--- src/button_click_gesture_classifier_macros.svh ---
// ----------------------------------------------------------------------------
// Assertion macros for the button gesture classifier
// Clocked property shorthands with an asynchronous active-low reset.
// ----------------------------------------------------------------------------
`ifndef BUTTON_CLICK_GESTURE_CLASSIFIER_MACROS_SVH
`define BUTTON_CLICK_GESTURE_CLASSIFIER_MACROS_SVH

// antecedent implies consequent in the same cycle
`define BCGC_ASSERT_NOW(lbl, clk, rst_n, ante, cons, msg) \
	lbl: assert property (@(posedge clk) disable iff (!rst_n) (ante) |-> (cons)) \
		else $error(msg);

// antecedent implies consequent in the next cycle
`define BCGC_ASSERT_NEXT(lbl, clk, rst_n, ante, cons, msg) \
	lbl: assert property (@(posedge clk) disable iff (!rst_n) (ante) |=> (cons)) \
		else $error(msg);

`endif

--- src/bcgc_pkg.sv ---
// ----------------------------------------------------------------------------
// bcgc_pkg
// Shared types and constants of the button gesture classifier.
// ----------------------------------------------------------------------------
package bcgc_pkg;

	localparam int unsigned THRESH_WIDTH = 16;
	localparam int unsigned EVENT_WIDTH  = 3;
	localparam int unsigned CFG_IDX_W    = 2;

	typedef logic [THRESH_WIDTH-1:0] thresh_t;

	typedef enum logic [EVENT_WIDTH-1:0] {
		EV_NONE   = 3'd0,
		EV_DOWN   = 3'd1,
		EV_LONG   = 3'd2,
		EV_VLONG  = 3'd3,
		EV_SINGLE = 3'd4,
		EV_DOUBLE = 3'd5,
		EV_TRIPLE = 3'd6
	} gesture_t;

	typedef enum logic [CFG_IDX_W-1:0] {
		REG_LONG_PRESS      = 2'd0,
		REG_VERY_LONG_PRESS = 2'd1,
		REG_CLICK_GAP       = 2'd2
	} reg_idx_t;

	typedef struct packed {
		thresh_t long_press_ticks;
		thresh_t very_long_press_ticks;
		thresh_t click_gap_ticks;
	} cfg_t;

	localparam thresh_t LONG_PRESS_RESET      = 16'd60;
	localparam thresh_t VERY_LONG_PRESS_RESET = 16'd180;
	localparam thresh_t CLICK_GAP_RESET       = 16'd50;

	localparam logic [1:0] TALLY_MAX = 2'd3;

endpackage

--- src/bcgc_in_if.sv ---
// ----------------------------------------------------------------------------
// bcgc_in_if
// Input channel: one sampled button level per transaction.
// ----------------------------------------------------------------------------
interface bcgc_in_if;
	logic valid;
	logic ready;
	logic button_pressed;

	modport source (output valid, output button_pressed, input ready);
	modport sink (input valid, input button_pressed, output ready);
endinterface

--- src/bcgc_out_if.sv ---
// ----------------------------------------------------------------------------
// bcgc_out_if
// Output channel: one gesture event per transaction.
// ----------------------------------------------------------------------------
interface bcgc_out_if;
	logic       valid;
	logic       ready;
	logic [2:0] gesture_event;

	modport source (output valid, output gesture_event, input ready);
	modport sink (input valid, input gesture_event, output ready);
endinterface

--- src/bcgc_step.sv ---
// ----------------------------------------------------------------------------
// bcgc_step
// Next-state and event logic for one button tick.
// ----------------------------------------------------------------------------
module bcgc_step #(
	parameter int unsigned COUNT_WIDTH = 16
) (
	input  logic                   pressed,
	input  bcgc_pkg::cfg_t         cfg,
	input  logic [COUNT_WIDTH-1:0] hold_cur,
	input  logic [COUNT_WIDTH-1:0] release_cur,
	input  logic [1:0]             tally_cur,
	output logic [COUNT_WIDTH-1:0] hold_nxt,
	output logic [COUNT_WIDTH-1:0] release_nxt,
	output logic [1:0]             tally_nxt,
	output bcgc_pkg::gesture_t     gesture
);
	import bcgc_pkg::*;

	localparam int unsigned CW = (COUNT_WIDTH > THRESH_WIDTH) ? COUNT_WIDTH : THRESH_WIDTH;

	logic                   hold_sat;
	logic                   rel_adv;
	logic [COUNT_WIDTH-1:0] hold_inc;
	logic [COUNT_WIDTH-1:0] rel_new;
	logic [CW-1:0]          hold_inc_x;
	logic [CW-1:0]          hold_cur_x;
	logic [CW-1:0]          rel_new_x;
	logic [CW-1:0]          long_x;
	logic [CW-1:0]          vlong_x;
	logic [CW-1:0]          gap_x;
	logic                   is_click;
	logic [1:0]             tally_cnt;

	assign hold_sat   = (hold_cur == {COUNT_WIDTH{1'b1}});
	assign rel_adv    = (release_cur != {COUNT_WIDTH{1'b1}});
	assign hold_inc   = hold_cur + COUNT_WIDTH'(1);
	assign rel_new    = rel_adv ? release_cur + COUNT_WIDTH'(1) : release_cur;
	assign hold_inc_x = CW'(hold_inc);
	assign hold_cur_x = CW'(hold_cur);
	assign rel_new_x  = CW'(rel_new);
	assign long_x     = CW'(cfg.long_press_ticks);
	assign vlong_x    = CW'(cfg.very_long_press_ticks);
	assign gap_x      = CW'(cfg.click_gap_ticks);
	assign is_click   = (hold_cur != '0) && (hold_cur_x < long_x);
	assign tally_cnt  = (is_click && tally_cur != TALLY_MAX) ? tally_cur + 2'd1 : tally_cur;

	always_comb begin
		gesture     = EV_NONE;
		hold_nxt    = '0;
		release_nxt = '0;
		tally_nxt   = tally_cur;
		if (pressed) begin
			hold_nxt = hold_sat ? hold_cur : hold_inc;
			if (!hold_sat) begin
				if (hold_inc == COUNT_WIDTH'(1)) begin
					gesture = EV_DOWN;
				end else if (hold_inc_x == long_x) begin
					gesture = EV_LONG;
				end else if (hold_inc_x == vlong_x) begin
					gesture = EV_VLONG;
				end
			end
		end else begin
			release_nxt = rel_new;
			tally_nxt   = tally_cnt;
			if (rel_adv && rel_new_x == gap_x) begin
				tally_nxt = 2'd0;
				case (tally_cnt)
					2'd1:    gesture = EV_SINGLE;
					2'd2:    gesture = EV_DOUBLE;
					2'd3:    gesture = EV_TRIPLE;
					default: gesture = EV_NONE;
				endcase
			end
		end
	end

endmodule

--- src/button_click_gesture_classifier.sv ---
// ----------------------------------------------------------------------------
// button_click_gesture_classifier
// Classifies sampled push-button levels into press, long-press and click events.
//
//   channel   dir   payload              width
//   in_ch     in    button_pressed       1
//   out_ch    out   gesture_event        3
//   cfg_*     in    thresholds by index  16
//
// One tick per cycle sustained while the output is not stalled; each tick passes
// through the input register and the result register around the step logic.
// Reset loads the default thresholds, clears hold count and tally, and
// saturates the release count. A stalled output holds its event while the
// input register still accepts one more tick.
// ----------------------------------------------------------------------------
`include "button_click_gesture_classifier_macros.svh"

module button_click_gesture_classifier #(
	parameter int unsigned COUNT_WIDTH = 16
) (
	input  logic                    clk,
	input  logic                    arst_n,
	input  logic                    cfg_we,
	input  logic [1:0]              cfg_index,
	input  bcgc_pkg::thresh_t       cfg_data,
	bcgc_in_if.sink                 in_ch,
	bcgc_out_if.source              out_ch
);
	import bcgc_pkg::*;

	cfg_t                   cfg_q;
	logic                   valid_s1;
	logic                   pressed_s1;
	logic                   valid_s2;
	gesture_t               gesture_s2;
	logic [COUNT_WIDTH-1:0] hold_q;
	logic [COUNT_WIDTH-1:0] release_q;
	logic [1:0]             tally_q;
	logic [COUNT_WIDTH-1:0] hold_d;
	logic [COUNT_WIDTH-1:0] release_d;
	logic [1:0]             tally_d;
	gesture_t               gesture_d;
	logic                   adv_s2;
	logic                   fire_s1;

	assign adv_s2      = !valid_s2 || out_ch.ready;
	assign fire_s1     = valid_s1 && adv_s2;
	assign in_ch.ready = !valid_s1 || adv_s2;

	always_ff @(posedge clk or negedge arst_n) begin
		if (!arst_n) begin
			cfg_q.long_press_ticks      <= LONG_PRESS_RESET;
			cfg_q.very_long_press_ticks <= VERY_LONG_PRESS_RESET;
			cfg_q.click_gap_ticks       <= CLICK_GAP_RESET;
		end else if (cfg_we) begin
			unique case (cfg_index)
				REG_LONG_PRESS:      cfg_q.long_press_ticks      <= cfg_data;
				REG_VERY_LONG_PRESS: cfg_q.very_long_press_ticks <= cfg_data;
				REG_CLICK_GAP:       cfg_q.click_gap_ticks       <= cfg_data;
				default:             cfg_q                       <= cfg_q;
			endcase
		end
	end

	always_ff @(posedge clk or negedge arst_n) begin
		if (!arst_n) begin
			valid_s1 <= 1'b0;
		end else if (in_ch.ready) begin
			valid_s1 <= in_ch.valid;
		end
	end

	always_ff @(posedge clk) begin
		if (in_ch.ready && in_ch.valid) begin
			pressed_s1 <= in_ch.button_pressed;
		end
	end

	bcgc_step #(
		.COUNT_WIDTH (COUNT_WIDTH)
	) u_step (
		.pressed     (pressed_s1),
		.cfg         (cfg_q),
		.hold_cur    (hold_q),
		.release_cur (release_q),
		.tally_cur   (tally_q),
		.hold_nxt    (hold_d),
		.release_nxt (release_d),
		.tally_nxt   (tally_d),
		.gesture     (gesture_d)
	);

	always_ff @(posedge clk or negedge arst_n) begin
		if (!arst_n) begin
			hold_q    <= '0;
			release_q <= {COUNT_WIDTH{1'b1}};
			tally_q   <= 2'd0;
		end else if (fire_s1) begin
			hold_q    <= hold_d;
			release_q <= release_d;
			tally_q   <= tally_d;
		end
	end

	always_ff @(posedge clk or negedge arst_n) begin
		if (!arst_n) begin
			valid_s2 <= 1'b0;
		end else if (adv_s2) begin
			valid_s2 <= valid_s1;
		end
	end

	always_ff @(posedge clk) begin
		if (fire_s1) begin
			gesture_s2 <= gesture_d;
		end
	end

	assign out_ch.valid         = valid_s2;
	assign out_ch.gesture_event = gesture_s2;

	`BCGC_ASSERT_NOW(a_hold_clears_release, clk, arst_n, hold_q != '0, release_q == '0, "release count nonzero while held")
	`BCGC_ASSERT_NEXT(a_down_starts_hold, clk, arst_n, fire_s1 && gesture_d == EV_DOWN, hold_q == COUNT_WIDTH'(1), "press down without hold count of one")
	`BCGC_ASSERT_NEXT(a_drain_empties, clk, arst_n, valid_s2 && out_ch.ready && !valid_s1, !valid_s2, "result repeated after drain")
	`BCGC_ASSERT_NOW(a_press_no_click_event, clk, arst_n, fire_s1 && pressed_s1, gesture_d != EV_SINGLE && gesture_d != EV_DOUBLE && gesture_d != EV_TRIPLE, "click event on held tick")

endmodule

--- src/flat_wrapper.sv ---
// flat-port wrapper written by rule: the top's interface ports become plain ports
module button_click_gesture_classifier_flat import bcgc_pkg::*;
#(
	parameter int unsigned COUNT_WIDTH = 16
)
  (clk, arst_n, cfg_we, cfg_index, cfg_data, in_ch_valid, in_ch_button_pressed, in_ch_ready, out_ch_valid, out_ch_gesture_event, out_ch_ready);
  bcgc_in_if in_ch_i ();
  bcgc_out_if out_ch_i ();
  input  logic clk;
  input  logic arst_n;
  input  logic cfg_we;
  input  logic [1:0] cfg_index;
  input  bcgc_pkg::thresh_t cfg_data;
  input wire logic [$bits(in_ch_i.valid)-1:0] in_ch_valid;
  input wire logic [$bits(in_ch_i.button_pressed)-1:0] in_ch_button_pressed;
  output wire logic [$bits(in_ch_i.ready)-1:0] in_ch_ready;
  output wire logic [$bits(out_ch_i.valid)-1:0] out_ch_valid;
  output wire logic [$bits(out_ch_i.gesture_event)-1:0] out_ch_gesture_event;
  input wire logic [$bits(out_ch_i.ready)-1:0] out_ch_ready;
  assign in_ch_i.valid = in_ch_valid;
  assign in_ch_i.button_pressed = in_ch_button_pressed;
  assign in_ch_ready = in_ch_i.ready;
  assign out_ch_valid = out_ch_i.valid;
  assign out_ch_gesture_event = out_ch_i.gesture_event;
  assign out_ch_i.ready = out_ch_ready;
  button_click_gesture_classifier #(.COUNT_WIDTH(COUNT_WIDTH)) u_core (.clk(clk), .arst_n(arst_n), .cfg_we(cfg_we), .cfg_index(cfg_index), .cfg_data(cfg_data), .in_ch(in_ch_i), .out_ch(out_ch_i));
endmodule
--- config.mk ---
export PLATFORM = sky130hd
export DESIGN_NAME = button_click_gesture_classifier_flat
export DESIGN_NICKNAME = d
export VERILOG_FILES = /design/src/bcgc_pkg.sv /design/src/bcgc_in_if.sv /design/src/bcgc_out_if.sv /design/src/bcgc_step.sv /design/src/button_click_gesture_classifier.sv /design/src/flat_wrapper.sv
export VERILOG_INCLUDE_DIRS = /design/src /design/src/src
export SDC_FILE = /design/constraint.sdc
export NUM_CORES = 1
export LEC_CHECK = 0
export BUFFER_PORTS_ARGS = -buffer_cell sky130_fd_sc_hd__buf_2
export CELL_PAD_IN_SITES_DETAIL_PLACEMENT = 2
export CELL_PAD_IN_SITES_GLOBAL_PLACEMENT = 2
export CORE_UTILIZATION = 39
export CTS_CLUSTER_SIZE = 25
export DETAILED_ROUTE_END_ITERATION = 10
export GPL_TIMING_DRIVEN = 0
export MAX_ROUTING_LAYER = met4
export PLACE_DENSITY = 0.77
export SYNTH_ARGS = -nofsm -noshare
export SYNTH_HDL_FRONTEND = slang
export SYNTH_SLANG_ARGS = --single-unit
--- constraint.sdc ---
create_clock -name clk -period 3.95 [get_ports clk]
set_input_delay 1.185 -clock clk [delete_from_list [all_inputs] [get_ports clk]]
set_output_delay 1.185 -clock clk [all_outputs]
set_load 0.02 [all_outputs]
After elaboration in Yosys (flattened, before gate mapping)
Cells that the tools add are included.
{ "totals": {"in_bits": 24, "out_inout_bits": 5, "regBits": 88, "wordCells": 57} }
{ "op_classes": {"eq_ne": 13, "bitwise": 1, "order_cmp": 1, "addsub": 3, "mux": 13, "n_reduce_logical": 16} }
{ "op_table": {"columns": ["operator", "count"], "rows": [
  ["16-bit two-way mux", 4],
  ["16-bit == test", 3],
  ["16-bit by 1-bit adder with 16-bit output (second input constant)", 2],
  ["16-bit by 1-bit == test with 1-bit output (second input constant)", 1],
  ["16-bit == test (second input constant)", 1],
  ["16-bit < comparator", 1],
  ["16-bit inequality test (second input constant)", 1],
  ["16-bit nonzero test", 1],
  ["2-bit two-way mux", 6],
  ["2-bit AND reduction", 5],
  ["3-bit case mux with 3 select lines", 1],
  ["2-bit == test (second input constant)", 3],
  ["3-bit two-way mux", 2],
  ["1-bit logical AND", 5],
  ["2-bit by 1-bit == test with 1-bit output (second input constant)", 2],
  ["2-bit inequality test (second input constant)", 2],
  ["2-bit by 1-bit adder with 2-bit output (second input constant)", 1],
  ["1-bit logical NOT", 2],
  ["2-bit logical NOT", 1],
  ["1-bit logical OR", 2],
  ["1-bit NOT", 1]
]} }

Longest topological paths before layout
Gate-level depths: netlist of run 1.
{ "depth": {"ltp_word": 8, "ltp_mapped": 11, "mapped_depth_nobuf": 10} }

Hierarchy
A second synthesis of run 1 with hierarchy kept.
{ "hier_totals": {"cells_unflattened": 599, "area_unflattened_um2": 6229.7} }
{ "modules_own_cells": {"columns": ["mod", "cells_per_inst", "area_each_um2", "instances", "seq_area_each_um2"], "rows": [
  ["button_click_gesture_classifier", 186, 3310.7, 1, 2255.9],
  ["bcgc_step", 413, 2919.0, 1, 0.0]
]} }

Least setup slack after synthesis of run 1
No wires, ideal clock.
{ "synth_path": {"kind": "register -> register", "startpoint": "reg u_core.release_q[8]", "endpoint": "reg u_core.tally_q[1]", "path_stages_with_launch": 10, "setup_time_ns": 0.124, "arrival_time_ns": 2.627, "path_buffers": 1, "required_ns": 3.826, "synth_period_minus_slack_ns": 2.751, "slack_ns": 1.199, "path_cell_list": "dfstp_2 -> buf_4 -> nand4_1 -> nor4_1 -> mux2i_1 -> xnor2_1 -> or4_4 -> nor4_4 -> nor3_1 -> a211o_1"} }
{ "synth_via": {"elab_chain_len": 5, "elab_cells_between_ends": 6, "classes_between": "add/sub (1); eq/ne (2); mux (2); reduce/logical (1)"} }
{ "synth_rtl": {"columns": ["item", "line", "text"], "rows": [
  ["start: declaration", "button_click_gesture_classifier.sv:37", "logic [COUNT_WIDTH-1:0] release_q;"],
  ["start signal: assignment", "button_click_gesture_classifier.sv:96", "release_q <= {COUNT_WIDTH{1'b1}};"],
  ["start signal: assignment", "button_click_gesture_classifier.sv:100", "release_q <= release_d;"],
  ["16-bit by 1-bit adder with 16-bit output or 16-bit inequality test (tied branches)", "bcgc_step.sv:38, bcgc_step.sv:36", null],
  ["16-bit two-way mux", "bcgc_step.sv:38", "assign rel_new = rel_adv ? release_cur + COUNT_WIDTH'(1) : release_cur;"],
  ["16-bit == test", "bcgc_step.sv:67", "if (rel_adv && rel_new_x == gap_x) begin"],
  ["1-bit logical AND *", "bcgc_step.sv:67", null],
  ["2-bit two-way mux *", "bcgc_step.sv:67", null],
  ["end signal: assignment", "button_click_gesture_classifier.sv:101", "tally_q <= tally_d;"],
  ["end: declaration", "button_click_gesture_classifier.sv:38", "logic [1:0] tally_q;"]
]} }
Every way passes the cells marked *; elsewhere a longest branch is shown, timed or not.
A chain may end at the register's enable or synchronous reset.

Final worst setup path of run 1
{ "layout_path": {"startpoint": "reg u_core.hold_q[1]", "endpoint": "reg u_core.gesture_s2[0] (netlist: u_core.out_ch.gesture_event[0]), data pin"} }
{ "layout_via": {"elab_chain_len": 8, "elab_cells_between_ends": 20, "classes_between": "add/sub (1); order compare (1); eq/ne (7); mux (8); reduce/logical (3)"} }
{ "layout_rtl": {"columns": ["item", "line", "text"], "rows": [
  ["start: declaration", "button_click_gesture_classifier.sv:36", "logic [COUNT_WIDTH-1:0] hold_q;"],
  ["start signal: assignment", "button_click_gesture_classifier.sv:99", "hold_q <= hold_d;"],
  ["parallel branches: the longest is 7 deep, another holds 16-bit by 1-bit adder with 16-bit output", null, null],
  ["3-bit two-way mux *", "bcgc_step.sv:53", "if (pressed) begin"],
  ["named net u_core.gesture_d[0]", "button_click_gesture_classifier.sv:42", "gesture_t gesture_d;"],
  ["end signal: assignment", "button_click_gesture_classifier.sv:115", "gesture_s2 <= gesture_d;"],
  ["end: declaration", "button_click_gesture_classifier.sv:35", "gesture_t gesture_s2;"]
]} }
Mark *: on every way through the listed nets, which the timed path passes.

==> results of run 1 <==
==> layout make-up <==
| cell class | count | area [µm²] | area share |
|---|---|---|---|
| plain buffers | 37 | 172.7 | 0.02556 |
| multi-input cells | 514 | 3531 | 0.5226 |
| repair buffers | 29 | 170.2 | 0.02519 |
| clock buffers | 9 | 225.2 | 0.03333 |
| inverters | 30 | 112.6 | 0.01667 |
| flip-flops and latches | 88 | 2256 | 0.3339 |
| well taps | 188 | 235.2 | 0.03481 |
| clock inverters | 7 | 53.80 | 0.007963 |
==> cell usage in the layout (no fill, tap or decap), types with 23 or more instances in the layout <==
cell / instances
buf_2: 38
dfstp_2: 27
a21oi_1: 30
nand3_1: 29
inv_1: 30
nand2_1: 62
nor2_1: 31
mux2_2: 35
dfrtp_1: 57
o21ai_0: 63
nand4_1: 23
xnor2_1: 29
==> layer usage <==
layer  part of all wire  vias to the layer above
met3              0.019                       48
met4              0.032                        0
met1               0.43                     2876
met5                  0                        -
li1                   -                     2526
met2               0.52                       90
==> kinds of logic (layout without fill, tap and decap cells) <==
family / count (synthesis) / in the layout
adders and majority gates: 21 / 21
xor gates and xnor gates: 46 / 46
AOI/OAI and AO/OA: 163 / 163
buffers and inverters: 67 / 112
DFF: 88 / 88
and+or+nand+nor: 246 / 246
muxes: 38 / 38
==> per-stage QoR <==
step / setup WS [ns] / util / instance area (µm²) / hold WS (ns) / total power (W)
after CTS: 0.2050 / 0.4438 / 6746 / 0.5158 / 0.002758
after detailed placement: 0.2497 / 0.4254 / 6467 / 0.4944 / 0.001887
after floorplan: 1.199 / - / 6062 / 0.4572 / 0.001598
final: 0.2926 / 0.4444 / 6756 / 0.5043 / 0.002739
after global placement: 0.2957 / 0.4235 / 6437 / 0.4669 / 0.001831
after global routing: 0.03231 / 0.4444 / 6756 / 0.5437 / 0.002867
==> critical path, delay by kind of cell (launching register included) <==
family | cells | cell delay [ns]
AOI/OAI and AO/OA | 4 | 1.19
buffers and inverters | 2 | 0.77
and+or+nand+nor | 4 | 0.77
DFF | 1 | 0.54
adders and majority gates | 1 | 0.22
==> registers in the layout, summed over array words and instances, names as in the netlist <==
name	cells
u_core.pressed_s1	1
u_core.out_ch.valid	1
u_core.valid_s1	1
u_core.hold_q	16
u_core.out_ch.gesture_event	3
u_core.release_q	16
u_core.cfg_q	48
u_core.tally_q	2
==> how the worst min path moves through the flow <==
stage | cells after the start | endpoint | slack (ns) | start
after CTS | 1 | u_core.out_ch.valid | 0.52 | u_core.valid_s1
after global routing | 1 | u_core.out_ch.valid | 0.54 | u_core.valid_s1
after floorplan | 1 | u_core.out_ch.valid | 0.46 | u_core.valid_s1
final | 1 | u_core.out_ch.valid | 0.50 | u_core.valid_s1
after detailed placement | 1 | u_core.out_ch.valid | 0.49 | u_core.valid_s1
after global placement | 1 | u_core.out_ch.valid | 0.47 | u_core.valid_s1
==> report_power, final <==
part           leakage [nW]  switching [W]  internal, W
combinational          1.53       0.000414     0.000297
sequential             1.02       0.000135      0.00104
clock                 0.130       0.000417     0.000432
==> summary.md, run 1 <==
The run finished with clean final reports. The worst register-to-register path has a setup slack of 0.29 ns. The run gives 0 as the number of hold violations in the final report. The tools report the met2 capacity usage during global routing as 0.5414. Setup repair after global routing left no endpoint under its margin. For this run, the number of Yosys warnings is 0. Dividing the detail-routed wire length by the instance count gives 24.61 µm. TritonCTS built the clock tree. The logs give 0.3045 for the global-route usage over all layers and 0.9289 for the final weighted congestion in routability-driven placement. The met1 global-route usage is 0.3506, and the time the worst path needs with I/O delays and setup is 3.657 ns.

The worst stage delay on the critical path is 0.58 ns. The average instance in the mapped netlist occupies 9.061 µm². In the post-synthesis netlist, the biggest area contributors are dfrtp_1 (24%), dfstp_2 (12%), mux2_2 (6.5%). The tools report the startpoint type of the worst setup path as a flip-flop.

The maximum count of clock buffers along a single path is 2, and the cell area after technology mapping is 0.006062 mm². The endpoint kind of the worst setup timing path was a flip-flop. The global routing's busiest layer is met2.

The number of placed instances, taps included, is 886. Share of the synthesized netlist area taken by xor and xnor gates: 0.07100. At the worst endpoint, the required time is 4.13 ns. The y dimension of the die was 126.7 µm; the post-synthesis mux area share was 0.06997. The end of the worst register-to-register path was u_core.out_ch.gesture_event[0].

The die span in x is 126.7 µm. For the pin with the worst max-slew slack, the measured transition is 0.9314 ns. Number of cells upsized or downsized after cts: 0. The worst vdd rail ir drop was 0.0002047 V; the total setup violations reported at the end of the flow was 0. The area fraction in compound gates after synthesis came out at 0.1705. The run gives 0.01520 mm² as the area of the core region. The prevailing post-synth register cell is dfrtp_1. For this design, the CTS-stage hold fixing added 0 buffers. Using the TritonRoute via totals, the vias-per-cell ratio works out to 6.142. The area growth from synthesis to layout is 11.46%.

For this design, the sink count on the clock tree is 88. In this run the power density over the cells is 405.3 mW/mm². Cell type with the highest occurrence count on the critical path: nor3_1.

The top fanout value on the critical path was 10. Counting flops with a built-in enable in the synthesized netlist gives 4. For the worst setup path, the data arrival time is 3.84 ns. Fraction of final layout cells sized beyond drive strength 1: 0.1989. Main combinational cell family by area after synthesis: simple AND/OR/NAND/NOR gates. In the routed design, unresolved DRC markers number 0. The count of buffers added on input and output ports is 28. The final antenna-violating net count came out at 0.

The post-synthesis share of cell area spent on full adders, half adders and majority gates is 0.04293. The kind of path behind the tightest hold check is flip-flop to flip-flop. For this design, the slowest cell found on the critical path is a2111oi_0. The most frequent cell after synthesis was o21ai_0.

The logs give 0 for the final number of max-transition violations and 0 for the initial antenna violation count. The maximum number of pins on one net before global-route repair is 51. The final routed wirelength across all metal layers was 22,200 µm. At the end of the flow, the number of nets in the layout was 753. The aggregate global routing overflow was 0. For this run, the detailed router's first-pass iteration total came to 4. In this run, synthesis produced a sequential element count of 88. The clock transition at the registers of the reported paths came out at 0.07 ns. In this run the critical register-to-register path is launched from u_core.hold_q[1]. The share of the clock period used by the worst path was 0.9259; the number of filler cells placed in the layout was 1,675. Final cell count without fillers: 902.

By count the netlist is led by o21ai_0 (63), nand2_1 (62), dfrtp_1 (57). The critical path class was flip-flop to flip-flop. The H-tree depth came out at 3.

Across the run, the number of max-cap violations was 0. The clock skew came out at 0.008507 ns. Cell type contributing the most total cell area after synthesis: dfrtp_1. Walking the worst path, the cells encountered are ha_1 > clkbuf_1 > clkbuf_2 > nand2_1 > a211oi_1 > nor3_1 > a2111oi_0 > nand4_1 > nor3_1 > a21boi_1 > o22ai_1. The run gives 0.3768 as the relative slew slack. When the netlist entered floorplanning its net count stood at 713. The proportion of synthesized chip area in sequential cells is 0.3721, and the via count of the first global-routing pass is 6,163. Detailed placer's ending HPWL: 16,860 µm. The run gives 0 as the number of diodes added for antenna fixing. The most critical setup path has its startpoint at u_core.hold_q[1].

The logs give 29 for the number of primary I/O pins and 2.680 nW for the leakage power total. The netlist uses 67 different library cells. The detailed router placed 5,540 vias in this run. Global-route wire length before repair: 35,580 µm.

The logs give 273.4 MHz for the maximum clock frequency and 0.36 ns for the source-to-sink clock delay at the later pin of the worst-skew pair. The effective utilization at floorplan is 0.3988, and the met3 usage is 0.04091. The logic depth of the worst register-to-register path is 11. The floorplan step defined a die boundary enclosing 0.01605 mm².

The number of placement rows was 45. The capture point of the critical path was u_core.out_ch.gesture_event[0]. Setup total negative slack on the finished layout was measured at 0 ns. Post-CTS repair timing setup buffer count: 0. The root cell of the clock tree was clkbuf_16. The async set-reset flop share out of synthesis came out at 0.9545. The violation count after the first detailed-route iteration was 218; the CTS buffer count was 9. The top cell type's share of synthesized area was 0.2353; the gate count after technology mapping was 669. The fraction of the mapped netlist area in simple logic gates was 0.2266.
(Power assumes the default switching activity.)
==> run 2: changes to the inputs <==
Settings changed: HOLD_SLACK_MARGIN set to 0.05, SETUP_SLACK_MARGIN set to 0.4.
==> summary.md, run 2 (synthesis gave the netlist of run 1 again) <==
The number of buffers inserted by port buffering was 28 (unchanged). Most frequent cells in the layout: o21ai_0 (63), nand2_1 (62), dfrtp_1 (56) (was o21ai_0 (63), nand2_1 (62), dfrtp_1 (57)). The clock transition at the registers of the reported paths was 0.07 ns (about the same); the arrival time reported for the critical path endpoint was 3.51 ns (was 3.84 ns). The number of filler cells placed in the layout came out at 1,673 (was 1,675). The via count of the first global-routing pass was 6,177 (was 6,163). The final number of max-transition violations is 0 (unchanged), and the H-tree depth is 3 (unchanged).

For the global-route usage over all layers, the log shows 0.3044 (was 0.3045). The share of the clock period used by the worst path was 0.8365 (was 0.9259). The tools report the pre-CTS worst setup slack as 0.2497 ns (unchanged). The die span in x was 126.7 µm (unchanged); the total area of multi-input combinational cells was 0.003540 mm² (was 0.003531 mm²). The startpoint of the tightest hold check path is u_core.valid_s1 (unchanged). The final weighted congestion in routability-driven placement was 0.9289 (unchanged). The relative area change from synthesis to final layout was 11.64% (was 11.46%). Endpoint kind of the worst setup timing path: a flip-flop (unchanged). The tools report the maximum clock frequency as 302.6 MHz (was 273.4 MHz). For the number of placement rows, the log shows 45 (unchanged).

The critical path startpoint was u_core.hold_q[1] (unchanged). For the worst vdd rail ir drop, the log shows 0.0002083 V (was 0.0002047 V). CTS buffer count: 9 (unchanged).

The run gives 0.3988 (unchanged) as the effective utilization at floorplan. The final-stage net count came out at 753 (unchanged). The source-to-sink clock delay at the later pin of the worst-skew pair was 0.36 ns (about the same). Critical path data required time: 4.16 ns (was 4.13 ns). The clock skew was 0.008971 ns (was 0.008507 ns); the maximum number of pins on one net before global-route repair was 51 (unchanged). The origin of the critical flop-to-flop path is u_core.hold_q[1] (unchanged).

The final sum of negative setup slack came out at 0 ns (unchanged). The register ranked first by flip-flop count is u_core.cfg_q (unchanged). The global-route wire length before repair came out at 35,600 µm (was 35,580 µm).

TritonCTS built the clock tree. Setup repair after global routing left no endpoint under its margin. The logs give 0 (unchanged) for the aggregate global routing overflow and 2.680 nW (about the same) for the leakage power total. The routed via count divided by cell count works out to 6.154 (was 6.142). The run finished with clean final reports. The total of max-cap violations is 0 (unchanged). The initial antenna violation count came out at 0 (unchanged).

The area of the core region is 0.01520 mm² (unchanged). For the number of primary I/O pins, the log shows 29 (unchanged). The logs give 0 (unchanged) for the total setup violations reported at the end of the flow and 0.3682 (was 0.3768) for the relative slew slack.

The y dimension of the die works out to 126.7 µm (unchanged). The number of diodes added for antenna fixing came out at 0 (unchanged). The tools report the startpoint type of the worst setup path as a flip-flop (unchanged).

Number of search-and-repair iterations in the first detailed-routing pass: 4 (unchanged). The root cell of the clock tree was clkbuf_16 (unchanged). For the total number of vias, the log shows 5,551 (was 5,540). The tools report the number of hold violations in the final report as 0 (unchanged). The actual slew at the worst max-slew pin came out at 0.9442 ns (was 0.9314 ns). For the maximum count of clock buffers along a single path, the log shows 2 (unchanged). The remaining design rule violation count is 0 (unchanged). The final routed wirelength across all metal layers is 22,230 µm (was 22,200 µm), and the top fanout value on the critical path is 10 (unchanged). The number of flip-flops under the largest register name is 48 (unchanged). Registers with the highest flip-flop counts: u_core.cfg_q: 48 flops, u_core.hold_q: 16 flops, u_core.release_q: 16 flops (unchanged). The fraction of final layout cells sized beyond drive strength 1 was 0.2045 (was 0.1989). Die area: 0.01605 mm² (unchanged). The mean routed wirelength per cell is 24.64 µm (was 24.61 µm). The logs give 16,860 µm (unchanged) for the detailed placer's ending HPWL and 229 (was 218) for the violation count after the first detailed-route iteration. The run gives 0 (unchanged) as the final antenna-violating net count. Most common cell after layout, fill and taps aside: o21ai_0 (unchanged).

The number of sinks handled by clock tree synthesis came out at 88 (unchanged). The kind of path behind the tightest hold check is flip-flop to flip-flop (unchanged). The time the worst path needs with I/O delays and setup works out to 3.304 ns (was 3.657 ns).

The critical path class was flip-flop to flip-flop (unchanged). The smallest setup slack after layout was 0.6457 ns (was 0.2926 ns). For the storage element area, the log shows 0.002257 mm² (was 0.002256 mm²).

The ratio of total power to cell area came out at 405.1 mW/mm² (was 405.3 mW/mm²).
## run 2: final cells by class
class | instances | share of cell area
buffer | 37 | 0.02570
clock buffer | 9 | 0.03328
timing repair buffer | 29 | 0.02514
multi-input combinational | 514 | 0.5230
sequential | 88 | 0.3335
clock inverter | 7 | 0.007950
tap | 188 | 0.03476
inverter | 30 | 0.01664
## run 2: per-stage QoR
step | hold WS, ns | total power, W | util | cells | cell area, µm²
2_1_floorplan | 0.4572 | 0.001598 | - | 669 | 6062
3_3_place_gp | 0.4669 | 0.001831 | 0.4235 | 885 | 6437
3_5_place_dp | 0.4944 | 0.001887 | 0.4254 | 886 | 6467
4_1_cts | 0.5158 | 0.002759 | 0.4449 | 902 | 6763
5_1_grt | 0.5437 | 0.002871 | 0.4452 | 902 | 6768
6_report | 0.5055 | 0.002742 | 0.4452 | 902 | 6768
## run 2: final timing paths
| kind | cells past startpoint | slack, ns | to |
|---|---|---|---|
| min reg2reg | 1 | 0.51 | u_core.out_ch.valid |
| min in group asynchronous | 1 | 0.80 | u_core.valid_s1 |
| max | 10 | 0.65 | u_core.out_ch.gesture_event[1] |
| min | 1 | 0.51 | u_core.out_ch.valid |
| max reg2reg | 10 | 0.65 | u_core.out_ch.gesture_event[1] |
| max in group asynchronous | 2 | 2.44 | u_core.release_q[11] |
## run 2: critical path, cell delays in order (launching register included)
cell       delay [ns]
dfrtp_2          0.49
ha_1             0.22
clkbuf_2         0.21
clkbuf_2         0.26
nand2_1          0.30
o2111ai_1        0.17
a2111oi_0        0.68
nand4_1          0.22
nor3_1           0.25
o2111ai_1        0.20
o21ai_1          0.16
## run 2: what timing repair did
item                       in CTS  in global routing
setup buffers                   0                  0
setup endpoints to repair       3                  3
gates resized for setup         4                  3
pin swaps                       0                  1
hold buffers                    0                  0
## run 2: per-layer routing
metal | GRT usage | vias up | wire length [µm]
li1 | - | 2526 | -
met1 | 0.3514 | 2892 | 9303
met2 | 0.5411 | 87 | 11640
met3 | 0.03965 | 46 | 563
met4 | 0.1113 | 0 | 720
met5 | - | - | 0
## run 2: power breakdown
group	internal [W]	total (W)	leakage, nW	switching, W
combinational	0.000299	0.000713	1.53	0.000414
clock	0.000432	0.000850	0.130	0.000418
sequential	0.00104	0.00118	1.02	0.000135
total	0.00178	0.00274	2.68	0.000967
==> run 3: changes to the inputs <==
Settings changed: CORE_UTILIZATION 39 to 36, PLACE_DENSITY 0.77 to 0.74.
Clock period 3.95 ns to 2.65 ns, I/O delays scaled along.
==> summary.md, run 3 (synthesis gave the netlist of run 1 again) <==
The run finished, with violations left. The checks that failed: negative setup slack. The final routed wirelength across all metal layers came out at 26,860 µm (was 22,230 µm). For the maximum clock frequency, the log shows 314.8 MHz (was 302.6 MHz). The share of total power consumed by net switching is 0.3494 (was 0.3526). The endpoint kind of the worst setup timing path was a flip-flop (unchanged). The run gives 39,680 µm (was 35,600 µm) as the global-route wire length before repair. The smallest hold slack is 0.3141 ns (was 0.5055 ns). Setup repair after global routing could not meet its margin everywhere.

The tools report the via count of the first global-routing pass as 6,771 (was 6,177). The critical path class is flip-flop to flip-flop (unchanged). Total setup violations reported at the end of the flow: 5 (was 0). Post-layout total power: 0.004516 W (was 0.002742 W). For the relative slew slack, the log shows 0.3015 (was 0.3682). TritonCTS built the clock tree. The number of search-and-repair iterations in the first detailed-routing pass came out at 5 (was 4). The logs give 6,019 (was 5,551) for the total number of vias and 0.01530 ns (was 0.008971 ns) for the clock skew. The relative area change from synthesis to final layout is 28.77% (was 11.64%).

The critical path data required time is 2.88 ns (was 4.16 ns). The run gives 0.001578 W (was 0.0009668 W) as the net switching component of the power. The number of primary I/O pins came out at 29 (unchanged). The actual slew at the worst max-slew pin is 1.044 ns (was 0.9442 ns). Most common cell after layout, fill and taps aside: buf_4 (was o21ai_0). For the total area of multi-input combinational cells, the log shows 0.003940 mm² (was 0.003540 mm²). The kind of path behind the tightest hold check was input port to asynchronous set/reset pin (was flip-flop to flip-flop). The logs give 0 (unchanged) for the final number of max-transition violations and 0 (unchanged) for the total of max-cap violations.

For the die area, the log shows 0.01736 mm² (was 0.01605 mm²). For the maximum number of pins on one net before global-route repair, the log shows 69 (was 51). Source-to-sink clock delay at the later pin of the worst-skew pair: 0.36 ns (about the same). The tools report the detailed placer's ending HPWL as 17,270 µm (was 16,860 µm). The number of buffers inserted by port buffering was 28 (unchanged); the violation count after the first detailed-route iteration was 311 (was 229).

For the final cell utilization of the core, the log shows 0.4724 (was 0.4452). Most frequent cells in the layout: buf_4 (59), nand2_1 (56), dfrtp_1 (53) (was o21ai_0 (63), nand2_1 (62), dfrtp_1 (56)). The tools report the pre-CTS worst setup slack as -1.068 ns (was 0.2497 ns). The ratio of total power to cell area came out at 578.5 mW/mm² (was 405.1 mW/mm²). The clock transition at the registers of the reported paths works out to 0.07 ns (about the same). For the number of diodes added for antenna fixing, the log shows 0 (unchanged). The routed via count divided by cell count came out at 6.086 (was 6.154).

The global-route usage over all layers is 0.3087 (was 0.3044). The y dimension of the die was 131.8 µm (was 126.7 µm); the leakage power total was 3.208 nW (was 2.680 nW). The share of the clock period used by the worst path was 1.199 (was 0.8365). The initial antenna violation count was 0 (unchanged).

Fraction of final layout cells sized beyond drive strength 1: 0.3589 (was 0.2045). The smallest setup slack after layout was -0.5264 ns (was 0.6457 ns). The part of the total power dissipated in sequential elements was 0.388 (was 0.430); the mean routed wirelength per cell was 27.16 µm (was 24.64 µm). The die span in x is 131.8 µm (was 126.7 µm). For the aggregate global routing overflow, the log shows 0 (unchanged). The number of filler cells placed in the layout is 1,752 (was 1,673). Top fanout value on the critical path: 8 (was 10).

The area of the core region came out at 0.01652 mm² (was 0.01520 mm²). The tools report the effective utilization at floorplan as 0.3669 (was 0.3988). The run gives 0 (unchanged) as the number of hold violations in the final report. CTS buffer count: 9 (unchanged). The time the worst path needs with I/O delays and setup is 3.176 ns (was 3.304 ns), and the remaining design rule violation count is 0 (unchanged). The internal cell power is 0.002938 W (was 0.001775 W). The root cell of the clock tree was clkbuf_16 (unchanged).

The maximum count of clock buffers along a single path is 2 (unchanged), and the final-stage net count is 808 (was 753). For the final antenna-violating net count, the log shows 0 (unchanged). The number of sinks handled by clock tree synthesis came out at 88 (unchanged).

The run gives 0.9324 (was 0.9289) as the final weighted congestion in routability-driven placement. The run gives 3.41 ns (was 3.51 ns) as the arrival time reported for the critical path endpoint. Startpoint type of the worst setup path: a flip-flop (unchanged). The register ranked first by flip-flop count was u_core.cfg_q (unchanged). For the H-tree depth, the log shows 3 (unchanged). Registers with the highest flip-flop counts: u_core.cfg_q: 48 flops, u_core.hold_q: 16 flops, u_core.release_q: 16 flops (unchanged).

The logs give 0.297 (was 0.260) for the part of the power in combinational logic and 0.0003720 V (was 0.0002083 V) for the worst vdd rail ir drop. The post-cts hold buffer count came out at 0 (unchanged). The storage element area is 0.002261 mm² (was 0.002257 mm²).

The number of flip-flops under the largest register name works out to 48 (unchanged). Portion of total power attributed to the clock network: 0.314 (was 0.310). The tools report the number of placement rows as 47 (was 45).
-- run 3: changes by cell type in the layout (fill, tap and decap cells not counted), sizes merged --
| cell | before | now |
|---|---|---|
| buf | 45 | 103 |
| inv | 32 | 33 |
| clkinv | 3 | 0 |
| bufinv | 0 | 1 |
| clkinvlp | 2 | 1 |
| clkbuf | 30 | 29 |
-- run 3: cell type report --
type	instances	area share
tap	220	0.03526
clock buffer	11	0.03238
sequential	88	0.2896
clock inverter	5	0.007854
timing repair buffer	84	0.07886
buffer	37	0.03686
multi-input combinational	514	0.5047
inverter	30	0.01443
-- run 3: worst paths after layout --
path / start / end / slack (ns) / cells after the start
worst max-delay path: u_core.release_q[2] / u_core.tally_q[1] / -0.53 / 10
worst min register to register: u_core.valid_s1 / u_core.out_ch.valid / 0.51 / 1
worst min-delay path: arst_n / u_core.cfg_q[6] / 0.31 / 1
max in group asynchronous: arst_n / u_core.release_q[10] / 1.65 / 2
min in group clk: u_core.valid_s1 / u_core.out_ch.valid / 0.51 / 1
worst max register to register: u_core.release_q[2] / u_core.tally_q[1] / -0.53 / 10
-- run 3: layer usage --
layer / global-route usage / vias up / share of wire
met4: 0.1415 / 0 / 0.044
li1: - / 2644 / -
met1: 0.3448 / 3131 / 0.40
met5: - / - / 0
met2: 0.5438 / 166 / 0.52
met3: 0.04421 / 78 / 0.034
-- run 3: worst max-delay path, cell delays in order, from the launching register on --
cell and delay (ns):
dfstp_2 0.53, buf_4 0.16, nand3_1 0.19, xnor2_1 0.21, or3_1 0.41, a221oi_2 0.41, nand4_1 0.28, nor4_4 0.37
buf_4 0.19, nor2_2 0.04, a211o_1 0.26
-- run 3: what timing repair did --
action | 4_1_cts | 5_1_grt
resized for setup | 76 | 75
pin swaps | 16 | 16
endpoints found under the setup margin | 22 | 23
cloned | 0 | 0
setup buffers | 31 | 24
-- run 3: power by group through the flow --
stage	logic (W)	clock network, W	registers [W]
finish	0.00134	0.00142	0.00175
global route	0.00143	0.00148	0.00177
CTS	0.00119	0.00142	0.00175
detailed placement	0.00104	0	0.00177
global placement	0.000982	0	0.00176
floorplan	0.000697	0	0.00170
-- run 3: stage by stage --
step                      TNS (ns)  instances  cell area, µm²
after floorplan                  0        669            6092
after global placement      -9.171        917            6507
after detailed placement    -10.78        918            6538
after CTS                   -1.412        965            7387
after global routing        -2.513        989            7806
final                       -2.409        989            7806
